==> src/hdl/acg_pkg.sv <==
`default_nettype none

package acg_pkg;

    // Savings threshold in percent and the divisor that follows from it.
    localparam int unsigned SavePct = 5;
    localparam int unsigned SaveDivRaw = 100 / SavePct;
    localparam int unsigned SaveDiv = (SaveDivRaw == 0) ? 1 : SaveDivRaw;

    // Widths of the configuration port.
    localparam int unsigned CfgIdxW = 3;
    localparam int unsigned CfgDataW = 32;

    // Register indexes on the configuration port.
    localparam logic [CfgIdxW-1:0] CFG_ADAPTIVE_ENABLE = 3'd0;
    localparam logic [CfgIdxW-1:0] CFG_MIN_SAMPLE_BYTES = 3'd1;
    localparam logic [CfgIdxW-1:0] CFG_OFF_SECONDS = 3'd2;
    localparam logic [CfgIdxW-1:0] CFG_SAMPLE_SECONDS = 3'd3;
    localparam logic [CfgIdxW-1:0] CFG_LENGTH_THRESHOLD = 3'd4;

    // Register values after reset.
    localparam logic RST_ADAPTIVE_ENABLE = 1'b1;
    localparam logic [31:0] RST_MIN_SAMPLE_BYTES = 32'd1000;
    localparam logic [15:0] RST_OFF_SECONDS = 16'd60;
    localparam logic [15:0] RST_SAMPLE_SECONDS = 16'd2;
    localparam logic [15:0] RST_LENGTH_THRESHOLD = 16'd100;

    // Action codes.
    localparam logic [1:0] ACT_EMPTY = 2'd0;
    localparam logic [1:0] ACT_COMPRESSED = 2'd1;
    localparam logic [1:0] ACT_RAW = 2'd2;
    localparam logic [1:0] ACT_DROP = 2'd3;

    // Header bytes.
    localparam logic [7:0] HDR_COMPRESSED = 8'h66;
    localparam logic [7:0] HDR_RAW = 8'hFA;
    localparam logic [7:0] HDR_NONE = 8'h00;

    typedef struct packed {
        logic [31:0] time_seconds;
        logic [15:0] packet_length;
        logic [16:0] compressed_length;
        logic        compressor_error;
    } t_in_item;

    typedef struct packed {
        logic [1:0] action;
        logic [7:0] header_byte;
        logic       attempted;
    } t_out_item;

    typedef struct packed {
        logic        adaptive_enable;
        logic [31:0] min_sample_bytes;
        logic [15:0] off_seconds;
        logic [15:0] sample_seconds;
        logic [15:0] length_threshold;
    } t_cfg;

endpackage

`default_nettype wire

==> src/hdl/acg_gate.sv <==
`default_nettype none

module acg_gate (
    input  wire logic              i_clk,
    input  wire logic              i_rst_n,
    input  wire acg_pkg::t_cfg     i_cfg,
    input  wire logic              i_step,
    input  wire acg_pkg::t_in_item i_item,
    output acg_pkg::t_out_item     o_result
);
    import acg_pkg::*;

    localparam int unsigned ScaleW = 33 + $clog2(SaveDiv + 1);

    logic        r_off;
    logic [31:0] r_deadline;
    logic [31:0] r_total;
    logic [31:0] r_comp;
    logic        n_off;
    logic [31:0] n_deadline;
    logic [31:0] n_total;
    logic [31:0] n_comp;

    logic              due;
    logic              poor;
    logic [32:0]       saved;
    logic [32:0]       saved_plus1;
    logic [ScaleW-1:0] scaled;
    logic              approve;
    logic [31:0]       base_total;
    logic [31:0]       base_comp;
    logic [32:0]       sum_total;
    logic [32:0]       sum_comp;
    logic              is_empty;
    logic              long_enough;

    // Savings test: saved < total / div, written as div * (saved + 1) <= total for
    // non-negative savings; expansion is poor too. Both need total > min_sample_bytes.
    always_comb begin
        saved = {1'b0, r_total} - {1'b0, r_comp};
        saved_plus1 = saved + 33'd1;
        scaled = ScaleW'(saved_plus1) * ScaleW'(SaveDiv);
        poor = (r_total > i_cfg.min_sample_bytes) &&
               (saved[32] || (scaled <= ScaleW'(r_total)));
        due = i_item.time_seconds >= r_deadline;
    end

    // Gate step, totals and result for the request in the input register.
    always_comb begin
        n_off = r_off;
        n_deadline = r_deadline;
        n_total = r_total;
        n_comp = r_comp;
        approve = 1'b1;
        base_total = r_total;
        base_comp = r_comp;
        is_empty = i_item.packet_length == 16'd0;
        long_enough = i_item.packet_length >= i_cfg.length_threshold;

        if (i_cfg.adaptive_enable && !is_empty && long_enough) begin
            if (due) begin
                base_total = 32'd0;
                base_comp = 32'd0;
                if (!r_off && poor) begin
                    n_off = 1'b1;
                    n_deadline = i_item.time_seconds + 32'(i_cfg.off_seconds);
                end else begin
                    n_off = 1'b0;
                    n_deadline = i_item.time_seconds + 32'(i_cfg.sample_seconds);
                end
            end else begin
                n_off = r_off;
            end
            approve = !n_off;
            n_total = base_total;
            n_comp = base_comp;
        end

        // Saturating totals for an approved, error-free attempt.
        sum_total = {1'b0, base_total} + 33'(i_item.packet_length);
        sum_comp = {1'b0, base_comp} + 33'(i_item.compressed_length);
        if (i_cfg.adaptive_enable && !is_empty && long_enough && approve &&
            !i_item.compressor_error) begin
            n_total = sum_total[32] ? 32'hFFFF_FFFF : sum_total[31:0];
            n_comp = sum_comp[32] ? 32'hFFFF_FFFF : sum_comp[31:0];
        end

        if (is_empty) begin
            o_result.action = ACT_EMPTY;
            o_result.header_byte = HDR_NONE;
            o_result.attempted = 1'b0;
        end else if (long_enough && approve) begin
            o_result.attempted = 1'b1;
            if (i_item.compressor_error) begin
                o_result.action = ACT_DROP;
                o_result.header_byte = HDR_NONE;
            end else if (17'(i_item.compressed_length) < 17'(i_item.packet_length)) begin
                o_result.action = ACT_COMPRESSED;
                o_result.header_byte = HDR_COMPRESSED;
            end else begin
                o_result.action = ACT_RAW;
                o_result.header_byte = HDR_RAW;
            end
        end else begin
            o_result.action = ACT_RAW;
            o_result.header_byte = HDR_RAW;
            o_result.attempted = 1'b0;
        end
    end

    // Gate state advances once for each request that moves to the result register.
    always_ff @(posedge i_clk) begin
        if (!i_rst_n) begin
            r_off <= 1'b0;
            r_deadline <= 32'd0;
            r_total <= 32'd0;
            r_comp <= 32'd0;
        end else if (i_step) begin
            r_off <= n_off;
            r_deadline <= n_deadline;
            r_total <= n_total;
            r_comp <= n_comp;
        end
    end

endmodule

`default_nettype wire

==> src/hdl/adaptive_compression_gate_top.sv <==
// Adaptive compression gate.
// Input channel: i_in_valid / o_in_ready carry one packet event request in
// i_in_data (time, plain length, compressed length, compressor error).
// Output channel: o_out_valid / i_out_ready carry one result in o_out_data
// (action, header byte, attempted flag) for every request, in order.
// Configuration: a write on i_cfg_we stores i_cfg_wdata into the register
// selected by i_cfg_idx; unknown indexes are ignored. Write only while idle.
// A request goes through the input register, then the result register; the
// decision logic between them is combinational. Throughput: one request per
// cycle while the receiver does not stall; the gate state (on/off flag,
// deadline and the two byte totals) updates as each request moves on.
// An input register and a result register separate the channels, so a new
// request is taken while a finished result still waits.
// When the receiver stalls, the result holds, the input register fills and
// o_in_ready falls; nothing is lost or repeated.
// Reset clears the gate state and both pipeline valids and loads the
// register defaults.
`default_nettype none

module adaptive_compression_gate_top (
    input  wire logic                            i_clk,
    input  wire logic                            i_rst_n,
    input  wire logic                            i_cfg_we,
    input  wire logic [acg_pkg::CfgIdxW-1:0]     i_cfg_idx,
    input  wire logic [acg_pkg::CfgDataW-1:0]    i_cfg_wdata,
    input  wire logic                            i_in_valid,
    output logic                                 o_in_ready,
    input  wire acg_pkg::t_in_item               i_in_data,
    output logic                                 o_out_valid,
    input  wire logic                            i_out_ready,
    output acg_pkg::t_out_item                   o_out_data
);
    import acg_pkg::*;

    t_cfg      r_cfg;
    logic      r_in_valid;
    t_in_item  r_in_data;
    logic      r_out_valid;
    t_out_item r_out_data;
    t_out_item result;
    logic      advance;

    // Configuration registers.
    always_ff @(posedge i_clk) begin
        if (!i_rst_n) begin
            r_cfg.adaptive_enable <= RST_ADAPTIVE_ENABLE;
            r_cfg.min_sample_bytes <= RST_MIN_SAMPLE_BYTES;
            r_cfg.off_seconds <= RST_OFF_SECONDS;
            r_cfg.sample_seconds <= RST_SAMPLE_SECONDS;
            r_cfg.length_threshold <= RST_LENGTH_THRESHOLD;
        end else if (i_cfg_we) begin
            case (i_cfg_idx)
                CFG_ADAPTIVE_ENABLE: r_cfg.adaptive_enable <= i_cfg_wdata[0];
                CFG_MIN_SAMPLE_BYTES: r_cfg.min_sample_bytes <= i_cfg_wdata;
                CFG_OFF_SECONDS: r_cfg.off_seconds <= i_cfg_wdata[15:0];
                CFG_SAMPLE_SECONDS: r_cfg.sample_seconds <= i_cfg_wdata[15:0];
                CFG_LENGTH_THRESHOLD: r_cfg.length_threshold <= i_cfg_wdata[15:0];
                default: ;
            endcase
        end
    end

    // A request moves on when the result register is free or being emptied.
    assign advance = r_in_valid && (!r_out_valid || i_out_ready);
    assign o_in_ready = !r_in_valid || advance;

    // Input register.
    always_ff @(posedge i_clk) begin
        if (!i_rst_n) begin
            r_in_valid <= 1'b0;
        end else if (i_in_valid && o_in_ready) begin
            r_in_valid <= 1'b1;
        end else if (advance) begin
            r_in_valid <= 1'b0;
        end
    end

    always_ff @(posedge i_clk) begin
        if (i_in_valid && o_in_ready) begin
            r_in_data <= i_in_data;
        end
    end

    // Decision logic and gate state.
    acg_gate u_gate (
        .i_clk    (i_clk),
        .i_rst_n  (i_rst_n),
        .i_cfg    (r_cfg),
        .i_step   (advance),
        .i_item   (r_in_data),
        .o_result (result)
    );

    // Result register.
    always_ff @(posedge i_clk) begin
        if (!i_rst_n) begin
            r_out_valid <= 1'b0;
        end else if (advance) begin
            r_out_valid <= 1'b1;
        end else if (i_out_ready) begin
            r_out_valid <= 1'b0;
        end
    end

    always_ff @(posedge i_clk) begin
        if (advance) begin
            r_out_data <= result;
        end
    end

    assign o_out_valid = r_out_valid;
    assign o_out_data = r_out_data;

endmodule

`default_nettype wire

==> config.mk <==
export PLATFORM = sky130hd
export DESIGN_NAME = adaptive_compression_gate_top
export DESIGN_NICKNAME = d
export VERILOG_FILES = /design/src/hdl/acg_pkg.sv /design/src/hdl/acg_gate.sv /design/src/hdl/adaptive_compression_gate_top.sv
export SDC_FILE = /design/constraint.sdc
export NUM_CORES = 1
export LEC_CHECK = 0
export BUFFER_PORTS_ARGS = -buffer_cell sky130_fd_sc_hd__buf_2
export CAP_MARGIN = 20
export CORE_MARGIN = 2
export CORE_UTILIZATION = 45
export CTS_BUF_LIST = sky130_fd_sc_hd__clkbuf_4 sky130_fd_sc_hd__clkbuf_8 sky130_fd_sc_hd__clkbuf_16
export CTS_CLUSTER_DIAMETER = 200
export DETAILED_ROUTE_END_ITERATION = 10
export GPL_TIMING_DRIVEN = 0
export HOLD_SLACK_MARGIN = 0.08
export PLACE_DENSITY = 0.6
export SYNTH_ARGS = -nofsm -noshare
export SYNTH_HDL_FRONTEND = slang
export SYNTH_HIERARCHICAL = 1
export SYNTH_SLANG_ARGS = --single-unit
==> constraint.sdc <==
create_clock -name i_clk -period 10.7 [get_ports i_clk]
set_input_delay 1.605 -clock i_clk [delete_from_list [all_inputs] [get_ports i_clk]]
set_output_delay 1.605 -clock i_clk [all_outputs]
set_load 0.05 [all_outputs]
Yosys cells after proc, flatten, opt, wreduce, memory -nomap -nowiden --
Index checks and enable logic that the tools add are counted.
Storage, ports and cells: latch bits 0, memories 0, word-level logic and storage cells 88, input port bits 106, memory bits (read-only) 0, register bits 257, output and inout port bits 13, bits in writable memories 0
Operators by class: $lt $le $gt $ge 5, bitwise gates (word level) 1, divide/modulo/power cells 0, multiplexer cells 20, reductions and logical operators 31, shifts and indexed selects 0, $mul 1, equality and inequality tests 4, add/sub/neg operators 6
Operator list (number):
- $mux W32 | 9
- $add A32 B16 Y32 | 2
- $le A38 B32 Y1 | 1
- $mul A33 B3 Y36 const B | 1
- $add A32 B16 Y33 | 1
- $add A32 B17 Y33 | 1
- $add A33 B1 Y33 const B | 1
- $sub A32 B32 Y33 | 1
- $ge A32 B32 Y1 | 1
- $gt A32 B32 Y1 | 1
- $mux W10 | 2
- $lt A17 B16 Y1 | 1
- $ge A16 B16 Y1 | 1
- $logic_not A16 Y1 | 1
- $reduce_and A2 Y1 | 6
- $mux W11 | 1
- $logic_and A1 B1 Y1 | 9
- $mux W1 | 8
- $eq A3 B2 Y1 const B | 2
- $logic_not A1 Y1 | 6
- $reduce_bool A2 Y1 | 2
- $eq A3 B1 Y1 const B | 1
- $eq A3 B3 Y1 const B | 1
- $logic_not A3 Y1 | 1
- other kinds (5) | 7

Longest topological paths before layout --
depth in word-level cells 15, depth in mapped cells 54, gate-level depth less buffers 53

Modules after synthesis --
Netlist, hierarchy kept.
Modules (own cells, without submodules):
- acg_gate | times used 1, cells an instance 2011, area each 14884.3 µm², seq. area each 1941.9 µm²
- adaptive_compression_gate_top | times used 1, cells an instance 402, area each 5614.1 µm², seq. area each 3973.8 µm²

Worst setup path before layout --
No wires, ideal clock.
path kind reg-to-reg, from register u_gate.r_total[0], to register u_gate.r_deadline[20], data required time 10.567 ns, data arrival time 9.600 ns, path buffers 1, setup slack 0.968 ns, stages on the path, launching flop included 50, period minus slack after synthesis 9.732 ns, library setup time 0.133 ns, cell sequence dfxtp_1 > inv_1 > ha_1 > fa_1 > nor2b_1 > o2111ai_1 > nand4_1 > nor4b_1 > nand2_1 > nor4_1 > nand4_1 > xor2_1 > ha_1 > ha_1 > a21o_1 > a221o_1 > o211ai_1 > a21oi_1 > [... 14 more ...] > nor4_1 > a21oi_2 > buf_4 > mux2_1 > ha_1 > fa_1 > a21oi_1 > o21bai_1 > a21oi_1 > o21bai_1 > a21oi_1 > o211ai_1 > o2111ai_1 > a31oi_1 > nor2_1 > and3b_1 > xnor2_1 > a21oi_1
Between the ends: word-level cells in the longest chain between the ends 8, elaborated cells on any way between the ends 9, those cells by class add/sub (2); mul (1); order compare (2); mux (1); reduce/logical (3)
Ends and longest elaborated chain:
- start: declaration | RTL line acg_gate.sv:17 | logic [31:0] r_total;
- start signal: assignment | RTL line acg_gate.sv:121 | r_total <= n_total;
- $sub A32 B32 Y33 | RTL line acg_gate.sv:40 | saved = {1'b0, r_total} - {1'b0, r_comp};
- $add A33 B1 Y33 | RTL line acg_gate.sv:41 | saved_plus1 = saved + 33'd1;
- $mul A33 B3 Y36 | RTL line acg_gate.sv:42 | scaled = ScaleW'(saved_plus1) * ScaleW'(SaveDiv);
- $le A38 B32 Y1 | RTL line acg_gate.sv:44 | (saved[32] || (scaled <= ScaleW'(r_total)));
- $logic_or A1 B1 Y1 | RTL line acg_gate.sv:44
- $logic_and A1 B1 Y1 * | RTL line acg_gate.sv:43 | poor = (r_total > i_cfg.min_sample_bytes) &&
- $logic_and A1 B1 Y1 * | RTL line acg_gate.sv:64 | if (!r_off && poor) begin
- $mux W32 * | RTL line acg_gate.sv:64
- end signal: assignment | RTL line acg_gate.sv:120 | r_deadline <= n_deadline;
- end: declaration | RTL line acg_gate.sv:16 | logic [31:0] r_deadline;
Mark *: on every way between the ends. The rest lies on a longest branch, timed or not. A chain may end at the register's enable or synchronous reset.

Worst setup path in the final report --
Same ends and word-level chain as after synthesis.

==> flow_summary.json <==
{
  "status": "complete, no violations",
  "dr.pass1.iters": 5,
  "path_max_fanout": 7,
  "clockBufferDepth": 3,
  "hold_path.class": "flip-flop to flip-flop",
  "yosys.area.top_type": "dfxtp_1",
  "hold_depth": 2,
  "critPathRequiredTime_ps": 11130,
  "async_flop_share": 0,
  "areaGrowthSynthToFinish_pct": 14.5,
  "worst_pin_slew_ps": 1010,
  "synth-main-ff-cell": "dfxtp_1",
  "timing.rr.end": "u_gate/r_deadline[20]",
  "drtIter0Drc": 1212,
  "postSynthCellCount": 2413,
  "die_h_um": 217,
  "worstPathArrival_ps": 10580,
  "clk_pin_slew_worst_paths_ps": 70,
  "utilization": 0.519,
  "drc": 0,
  "synthMostInstantiatedCell": "ha_1",
  "yosys_warnings": 6,
  "max_freq_mhz": 98.5,
  "start_kind": "flip-flop",
  "avgSynthCellArea_um2": 8.49,
  "max_stage_delay_ps": 460,
  "post-route-period-util": 0.949,
  "grt_pass1_vias": 18200,
  "fin_crit_ps": 10160,
  "wl_per_cell_um": 19.9,
  "place_hpwl_um": 50800,
  "combPwrFrac": 0.544,
  "synth-edff-count": 77,
  "synth-seq-area-share": 0.289,
  "clk_latency_ps": 580,
  "row_count": 78,
  "crit_type": "flip-flop to flip-flop",
  "antenna_found_initial": 0,
  "r2r_cells": 49,
  "drv_cap": 0,
  "layout_setup_ws_ps": 545,
  "ctsRootBufferMaster": "clkbuf_16",
  "netlist_top_cells_count": "ha_1 (261), nand2_1 (224), inv_1 (218)",
  "core_area_mm2": 0.0452,
  "min_from": "u_gate/r_deadline[5]",
  "pwr-share-clk": 0.221,
  "tns_ps": 0,
  "seqPwrFrac": 0.235,
  "cp_top_family": "compound AO/OA/AOI/OAI gates",
  "power-per-cell-area_mw_per_mm2": 195,
  "power.switching_uw": 1890,
  "place.gp.congestion": 0.922,
  "ff2ff_setup_slack_ps": 540,
  "syn_area_mm2": 0.0205,
  "peakVddDrop_v": 0.000202,
  "synth_top_area_share": 0.176,
  "p_leak_uw": 0.00985,
  "grt_pass1_wl_um": 99000,
  "cts_sinks": 257,
  "synth_area_leaders": "dfxtp_1 (18%), ha_1 (16%), edfxtp_1 (11%)",
  "numCtsBuffers": 28,
  "drive_gt1_frac": 0.124,
  "stdcell_count": 3207,
  "ant_nets": 0,
  "netSwitchingFraction": 0.411,
  "place_inst": 3135,
  "grt_start_max_net_pins": 31,
  "syn-num-nets": 2785,
  "io_buffers": 117,
  "synth-seq-cells": 257,
  "relSlewSlack": 0.320,
  "die_w_um": 217,
  "grt_overflow": 0,
  "viasPerCell": 5.81,
  "dieArea_mm2": 0.0473,
  "intPower_uw": 2700,
  "htree_levels": 1,
  "synth_cell_type_count": 98,
  "fin_area_mm2": 0.0235,
  "whs_endpoint": "u_gate/r_deadline[5]",
  "place_area_mm2": 0.0219,
  "critical_path.most_common_cell": "ha_1",
  "clock_skew_ps": 23.1,
  "grt_usage": 0.263,
  "io_pins": 119,
  "critPathSlowestCell": "fa_2",
  "cts_tree": "done",
  "drt-total-wl_um": 63800,
  "initial_core_util": 0.454,
  "drv_slew": 0,
  "diodes": 0,
  "pre_cts_ws_ps": -1790,
  "routed-via-count": 18600,
  "fin_nets": 2957,
  "cp_num_buf_inv": 3,
  "r2r_start": "u_gate/r_total[0]",
  "setup_violations": 0,
  "worstSetupEndpointType": "flip-flop",
  "hold_violations": 0
}
-- cell usage in the layout (no fill, tap or decap), drive strengths merged, types with 17 or more instances in the layout --
cell / synthesis / layout
a21o: 61 / 61
nor4: 28 / 28
o21ai: 106 / 106
a2111oi: 39 / 39
and3: 31 / 31
a31oi: 24 / 24
nor3: 43 / 43
mux2i: 88 / 88
o211ai: 17 / 17
inv: 219 / 219
nand4: 47 / 47
a21oi: 156 / 156
nor2b: 49 / 49
mux2: 17 / 17
a211oi: 49 / 49
o21a: 29 / 29
dfxtp: 180 / 180
or3: 17 / 17
nand2: 224 / 224
ha: 261 / 261
nand3: 57 / 57
xnor2: 104 / 104
xor2: 34 / 34
buf: 32 / 176
edfxtp: 77 / 77
nand2b: 25 / 25
nor2: 171 / 171
clkbuf: 56 / 85
-- repair_timing --
action	in CTS	in global routing
hold buffers	0	0
resized for setup	37	54
buffers inserted	9	13
endpoints found under the setup margin	28	25
pin swaps	13	22
-- worst reg2reg max path, delay by kind of cell (launching register included) --
kind | cells | cell delay [ps]
multiplexers | 2 | 490
buffers and inverters | 3 | 240
adder cells (fa/ha/maj) | 8 | 2280
AND/OR/NAND/NOR | 9 | 1680
XOR/XNOR | 3 | 460
flip-flops | 1 | 350
AO/OA/AOI/OAI | 24 | 4530
-- sequential cells by signal, indices dropped and copies added, names as in the netlist --
signal             count
o_out_data            11
u_gate/r_comp         32
r_in_valid             1
o_out_valid            1
u_gate/r_off           1
r_in_data             66
u_gate/r_deadline     32
u_gate/r_total        32
r_cfg                 81
-- worst max-delay path by stage --
| stage | start | endpoint | slack (ps) | depth (start not counted) |
|---|---|---|---|---|
| 3_5_place_dp | u_gate/r_total[1] | u_gate/r_deadline[20] | -1790 | 46 |
| 6_report | u_gate/r_total[0] | u_gate/r_deadline[20] | 540 | 49 |
| 2_1_floorplan | u_gate/r_total[0] | u_gate/r_deadline[20] | 970 | 49 |
| 4_1_cts | u_gate/r_total[0] | u_gate/r_deadline[20] | 6 | 50 |
| 5_1_grt | u_gate/r_total[0] | u_gate/r_deadline[26] | -70 | 53 |
| 3_3_place_gp | u_gate/r_total[1] | u_gate/r_deadline[20] | -1650 | 45 |
-- cells by family after synthesis --
group                      after synthesis  synth area share
adders and majority gates              266             0.164
DFF                                    257             0.289
buffers and inverters                  308            0.0624
and+or+nand+nor                        744             0.180
xor gates and xnor gates               138            0.0590
muxes                                  105            0.0523
AOI/OAI and AO/OA                      594             0.193
other                                    1          0.000183
-- per-layer routing --
| metal | part of all wire | track usage | vias up |
|---|---|---|---|
| met2 | 0.47 | 0.453 | 538 |
| met3 | 0.049 | 0.0222 | 120 |
| met4 | 0.041 | 0.108 | 0 |
| met1 | 0.44 | 0.340 | 8849 |
| met5 | 0 | 0 | - |
| li1 | - | - | 9114 |
-- through the flow --
step           hold slack [ps]  power, uW
6_report                   455       4590
4_1_cts                    458       4440
2_1_floorplan              431       2800
3_3_place_gp               440       3290
3_5_place_dp               446       3340
5_1_grt                    471       4960
-- layout make-up --
| cell class | instances | area [um2] |
|---|---|---|
| repair buffers | 144 | 830 |
| plain buffers | 86 | 447 |
| multi-input cells | 1848 | 13700 |
| flip-flops and latches | 257 | 5920 |
| inverters | 220 | 828 |
| clock inverters | 21 | 231 |
| well taps | 600 | 751 |
| fillers | 4216 | 21700 |
| clock buffers | 31 | 723 |
-- power groups by stage --
| stage | Combinational, uW | Clock, uW | Sequential, uW |
|---|---|---|---|
| 4_1_cts | 2330 | 1030 | 1080 |
| 3_3_place_gp | 2190 | 0 | 1100 |
| 3_5_place_dp | 2240 | 0 | 1100 |
| 2_1_floorplan | 1700 | 0 | 1090 |
| 5_1_grt | 2810 | 1070 | 1080 |
| 6_report | 2500 | 1010 | 1080 |
No activity file was read; power rests on OpenSTA's default activity.
